<file path="config.mk">
export PLATFORM = sky130hd
export DESIGN_NAME = tcw_cursor
export DESIGN_NICKNAME = d
export VERILOG_FILES = /design/src/sv/tcw_pkg.sv /design/src/sv/tcw_cursor.sv
export SDC_FILE = /design/constraint.sdc
export NUM_CORES = 1
export LEC_CHECK = 0
export ABC_CLOCK_PERIOD_IN_PS = 18500
export BUFFER_PORTS_ARGS = -buffer_cell sky130_fd_sc_hd__buf_4
export CORE_ASPECT_RATIO = 1.75
export CORE_MARGIN = 2
export CORE_UTILIZATION = 40
export CTS_CLUSTER_DIAMETER = 30
export CTS_CLUSTER_SIZE = 12
export DETAILED_ROUTE_END_ITERATION = 16
export PLACE_DENSITY = 0.71
export SLEW_MARGIN = 20
export SYNTH_ARGS = -nofsm -noshare
export SYNTH_HDL_FRONTEND = slang
export SYNTH_SLANG_ARGS = --single-unit
</file>
<file path="constraint.sdc">
create_clock -name clk -period 18.5 [get_ports clk]
set_clock_uncertainty 0.15 [all_clocks]
set_input_delay 3.7 -clock clk [delete_from_list [all_inputs] [get_ports clk]]
set_output_delay 3.7 -clock clk [all_outputs]
set_load 0.01 [all_outputs]
</file>
<file path="src/sv/tcw_pkg.sv">
// ----------------------------------------------------------------------------
// tcw_pkg: shared definitions of the text console writer
// Screen geometry, field widths, item action codes and the control bundle
// that the cursor unit hands to the top level.
// ----------------------------------------------------------------------------
package tcw_pkg;

  localparam int COLUMNS = 80;
  localparam int ROWS    = 25;
  localparam int CELLS   = ROWS * COLUMNS;

  localparam int ROW_W  = 5;
  localparam int COL_W  = 7;
  localparam int ADDR_W = $clog2(CELLS);
  localparam int CELL_W = 16;

  localparam logic [7:0] ATTR_RESET = 8'h07;

  localparam logic [1:0] ACT_PUT   = 2'd0;
  localparam logic [1:0] ACT_CLEAR = 2'd1;
  localparam logic [1:0] ACT_READ  = 2'd2;

  typedef struct packed {
    logic              wr_en;
    logic [ADDR_W-1:0] wr_addr;
    logic              rd_en;
    logic [ADDR_W-1:0] rd_addr;
    logic              rd_hit;
    logic [ROW_W-1:0]  cur_row;
    logic [COL_W-1:0]  cur_col;
    logic              scrolled;
  } tcw_ctl_t;

endpackage

</file>
<file path="src/sv/tcw_cursor.sv">
// ----------------------------------------------------------------------------
// tcw_cursor: cursor, scroll ring and cell addressing
// Holds the cursor and the physical row that shows as the top line. Maps
// logical cells to RAM addresses and decides whether a read hits a cell
// written since the last clear.
// ----------------------------------------------------------------------------
module tcw_cursor
  import tcw_pkg::*;
(
  input  logic             clk,
  input  logic             rst_n,
  input  logic             step,
  input  logic [1:0]       action,
  input  logic [ROW_W-1:0] read_row,
  input  logic [COL_W-1:0] read_col,
  output tcw_ctl_t         ctl
);

  logic [ROW_W-1:0] row_r, row_nxt;
  logic [COL_W-1:0] col_r, col_nxt;
  logic [ROW_W-1:0] top_r, top_nxt;
  logic [COL_W:0]   col_inc;
  logic [ROW_W:0]   wr_sum, rd_sum;
  logic [ROW_W-1:0] wr_phys, rd_phys;
  logic             rd_in_range, rd_filled;

  // Logical row plus ring offset, folded back once into 0..ROWS-1.
  always_comb begin
    wr_sum  = {1'b0, row_r} + {1'b0, top_r};
    rd_sum  = {1'b0, read_row} + {1'b0, top_r};
    wr_phys = (wr_sum >= (ROW_W+1)'(ROWS)) ? ROW_W'(wr_sum - (ROW_W+1)'(ROWS))
                                           : ROW_W'(wr_sum);
    rd_phys = (rd_sum >= (ROW_W+1)'(ROWS)) ? ROW_W'(rd_sum - (ROW_W+1)'(ROWS))
                                           : ROW_W'(rd_sum);
  end

  // Cells are written strictly in order from home, so exactly the cells
  // before the cursor hold live data; every other cell reads as zero.
  assign rd_in_range = (read_row < ROW_W'(ROWS)) && ({1'b0, read_col} < (COL_W+1)'(COLUMNS));
  assign rd_filled   = (read_row < row_r) || ((read_row == row_r) && (read_col < col_r));

  always_comb begin
    row_nxt      = row_r;
    col_nxt      = col_r;
    top_nxt      = top_r;
    col_inc      = {1'b0, col_r} + 1'b1;
    ctl.scrolled = 1'b0;
    ctl.wr_en    = 1'b0;
    ctl.rd_en    = 1'b0;
    ctl.rd_hit   = 1'b0;
    case (action)
      ACT_PUT: begin
        ctl.wr_en = 1'b1;
        if (col_inc == (COL_W+1)'(COLUMNS)) begin
          col_nxt = '0;
          if (row_r == ROW_W'(ROWS - 1)) begin
            ctl.scrolled = 1'b1;
            top_nxt      = (top_r == ROW_W'(ROWS - 1)) ? '0 : top_r + 1'b1;
          end else begin
            row_nxt = row_r + 1'b1;
          end
        end else begin
          col_nxt = COL_W'(col_inc);
        end
      end
      ACT_CLEAR: begin
        row_nxt = '0;
        col_nxt = '0;
        top_nxt = '0;
      end
      ACT_READ: begin
        ctl.rd_en  = rd_in_range;
        ctl.rd_hit = rd_in_range && rd_filled;
      end
      default: begin
      end
    endcase
    ctl.wr_addr = ADDR_W'(wr_phys) * ADDR_W'(COLUMNS) + ADDR_W'(col_r);
    ctl.rd_addr = rd_in_range ? ADDR_W'(rd_phys) * ADDR_W'(COLUMNS) + ADDR_W'(read_col)
                              : '0;
    ctl.cur_row = row_nxt;
    ctl.cur_col = col_nxt;
  end

  always_ff @(posedge clk) begin
    if (!rst_n) begin
      row_r <= '0;
      col_r <= '0;
      top_r <= '0;
    end else if (step) begin
      row_r <= row_nxt;
      col_r <= col_nxt;
      top_r <= top_nxt;
    end
  end

endmodule

</file>
==> results.md <==
- Final Max Slew Viols: 0
- Element type at the critical path start: primary input
- Sw Ratio: 0.3518
- GRT Overall Usage: 0.1934
- Placer congestion estimate: 0.9161
- Clock buffer depth: 2
- Initial antenna violation count: 0
- Non-filler cells, final: 562
- DR iter-0 viols: 196
- Final core utilization: 0.4829
- TNS Setup: 0 ps
- DP Cell Count: 558
- FILL cells: 740
- Clk_lat worst skew: 250 ps
- Internal power: 96.30 uW
- Top-count cell post-synth: ha_1
- Final Setup Violations: 0
- Rel. slew slack: 0.5231
- Post-layout min period: 12080 ps
- CTS tree: yes
- Area Overhead vs Synth: 16.80%
- # H-tree levels: 1
- Leak: 0.001669 uW
- Hold Violations, Final: 0
- Synthesis-stage register bit count: 17
- Share of the synthesized area in the top cell type: 0.1827
- Logic pwr share: 0.438
- Die Width: 71.09 um
- Crit path top cell by count: ha_1
- Largest net degree at the start of global routing: 19
- DRT Pass-1 Iters: 4
- Worst slew pin tran: 707.9 ps
- CTS Root Cell: clkbuf_16
- Crit-path max FO: 4
- FFs w/ async S/R, synth: 0
- Post-CTS setup buffer count: 0
- P_sw: 52.26 uW
- Unrepaired setup endpoints after global routing: no
- Max cap viols: 0
- Grt total ovfl: 0
- Layout cells sized above 1: 0.1582
- Post-synth EDFFs: 0
- Synth Area per Inst: 7.327 um^2
- Worst Path Arrival: 8230 ps
- Synth warnings: 0
- Power share of the clock group: 0.300
- DRC: 0
- Routed wire length: 8.409 mm
- Vert. Die Dim: 121.4 um
- Core area: 7620 um^2
- IO Port Bufs: 54
- Vias in the first global route: 3132
- First-pass GRT wire length: 13.86 mm
- Vias per cell: 5.765
- Hold-fix buffers, CTS: 0
- Vias: 3240
- Pwr Total: 148.6 uW
- Pwr dens: 40.37 nW/um^2
- Cts bufs inserted: 3
- Sequential-to-total area share from yosys stat: 0.1080
- Synth unique cells: 66
- Net Count, Synth: 499
- Cell count after synthesis: 430
- Antenna diode count: 0
- WL/cell: 14.96 um
- Worst path max stage delay: 470 ps
- CP Data Required Time: 14650 ps
- Hpwl dp: 7.032 mm
- Critical path endpoint category: output pin
- Routed Antenna Nets: 0
- Starting Density: 0.4135
- Peak supply drop: 0.03079 mV
- Status: complete, no violations
- Clock slew at reported path FFs: 50 ps
- Slowest stage cell, crit path: fa_1
- Synth Cell Area: 3151 um^2
- DIE AREA: 8630 um^2
- Most instantiated cells after synthesis: ha_1 (46), inv_1 (41), nor2_1 (38), nand2_1 (35), o21ai_0 (35)
- I/O pins: 55
- Row cnt: 42
- WS Path Type: primary input to output pin
- Resized cells post-CTS: 0
- Final period util: 0.6529
- Max Fclk: 82.79 MHz
- Area leader, netlist: ha_1
- Sequential Power Share: 0.261
- Critical path cell sequence: buf_4, ha_1, inv_1, fa_1, ha_1, nand3b_1, nand4_1, a32oi_1, mux2_2, ha_1, ha_1, inv_1, fa_1, nor2b_1, o21ai_0, a32o_1, a211oi_1, nand2_1, mux2i_1, buf_4
- Ranking of synthesized cells by area: ha_1 (18%), dfxtp_1 (11%), o21ai_0 (5.6%)
- Sink Count: 17
- Ys flop type: dfxtp_1
- Nets@finish: 544
- Hold Crit Class: flip-flop to flip-flop
## placed cells by master, fill, tap and decap left out, types with 3 or more instances in the layout
| cell type | netlist | routed |
|---|---|---|
| buf_4 | 4 | 55 |
| ha_1 | 46 | 46 |
| inv_1 | 41 | 41 |
| nor2_1 | 38 | 38 |
| nand2_1 | 35 | 35 |
| o21ai_0 | 35 | 35 |
| a21oi_1 | 27 | 27 |
| dfxtp_1 | 17 | 17 |
| xnor2_1 | 14 | 14 |
| nand3_1 | 12 | 12 |
| and3_1 | 11 | 11 |
| nor2b_1 | 10 | 10 |
| nor3_1 | 10 | 10 |
| a21o_1 | 8 | 8 |
| xor2_1 | 7 | 7 |
| fa_1 | 6 | 6 |
| o31ai_1 | 5 | 5 |
| nand2b_1 | 5 | 5 |
| or3_1 | 5 | 5 |
| mux2i_1 | 4 | 4 |
| a31oi_1 | 4 | 4 |
| nand4_1 | 4 | 4 |
| and2_1 | 4 | 4 |
| o211a_1 | 4 | 4 |
| o21bai_1 | 3 | 3 |
| nand3b_1 | 3 | 3 |
| a211oi_1 | 3 | 3 |
| o22ai_1 | 3 | 3 |
| or4_1 | 3 | 3 |
| clkbuf_16 | 0 | 3 |
## final timing paths
check,start,endpoint,slack [ps],depth (start not counted)
setup / recovery,read_row[0],ctl[24],6420,20
setup reg to reg,col_r[0],col_r[4],16100,5
hold reg to reg,top_r[4],top_r[4],400,2
hold / removal,top_r[4],top_r[4],400,2
## per-stage QoR
step | area [um^2] | setup slack [ps] | hold WS [ps]
2_1_floorplan | 3151 | 6952 | 340.0
3_3_place_gp | 3600 | 6605 | 369.4
3_5_place_dp | 3600 | 6450 | 396.8
4_1_cts | 3680 | 6434 | 403.6
5_1_grt | 3680 | 6078 | 441.8
6_report | 3680 | 6422 | 396.4
## power groups by stage
stage	Combinational (uW)	Sequential, uW	Clock (uW)
2_1_floorplan	43.1	39.0	0
3_3_place_gp	63.6	39.6	0
3_5_place_dp	64.8	39.6	0
4_1_cts	65.2	38.8	44.7
5_1_grt	72.4	39.0	46.0
6_report	65.1	38.8	44.6
## layer usage
layer,part of all wire,track usage,vias to the layer above
met5,0,0,-
met4,0.027,0.07311,0
met3,0.035,0.01412,18
met2,0.53,0.3709,75
met1,0.41,0.2156,1506
li1,-,-,1641
## worst max-delay path: cells and delay by family
family | cells | cell delay, ps
buffers and inverters | 4 | 400
adder cells (fa/ha/maj) | 6 | 1880
AO/OA/AOI/OAI | 4 | 1160
multiplexers | 2 | 560
AND/OR/NAND/NOR | 4 | 530
## logic make-up after synthesis
kind of cell               share of synthesized area
DFF                                           0.1080
muxes                                        0.02701
AOI/OAI and AO/OA                             0.2522
buffers and inverters                        0.07228
xor gates and xnor gates                     0.05838
and+or+nand+nor                               0.2613
adders and majority gates                     0.2208
## registers in the layout (all words and copies together) (netlist names)
name,flops
col_r,7
row_r,5
top_r,5
## cell type report
cell class	instances	area, um^2	area share
multi-input cells	357	2582	0.7018
repair buffers	55	412.9	0.1122
flip-flops and latches	17	340.3	0.09249
inverters	41	153.9	0.04182
well taps	88	110.1	0.02992
clock buffers	3	75.07	0.02040
clock inverters	1	5.005	0.001360
Note: power is estimated with default switching activity, not from simulation.
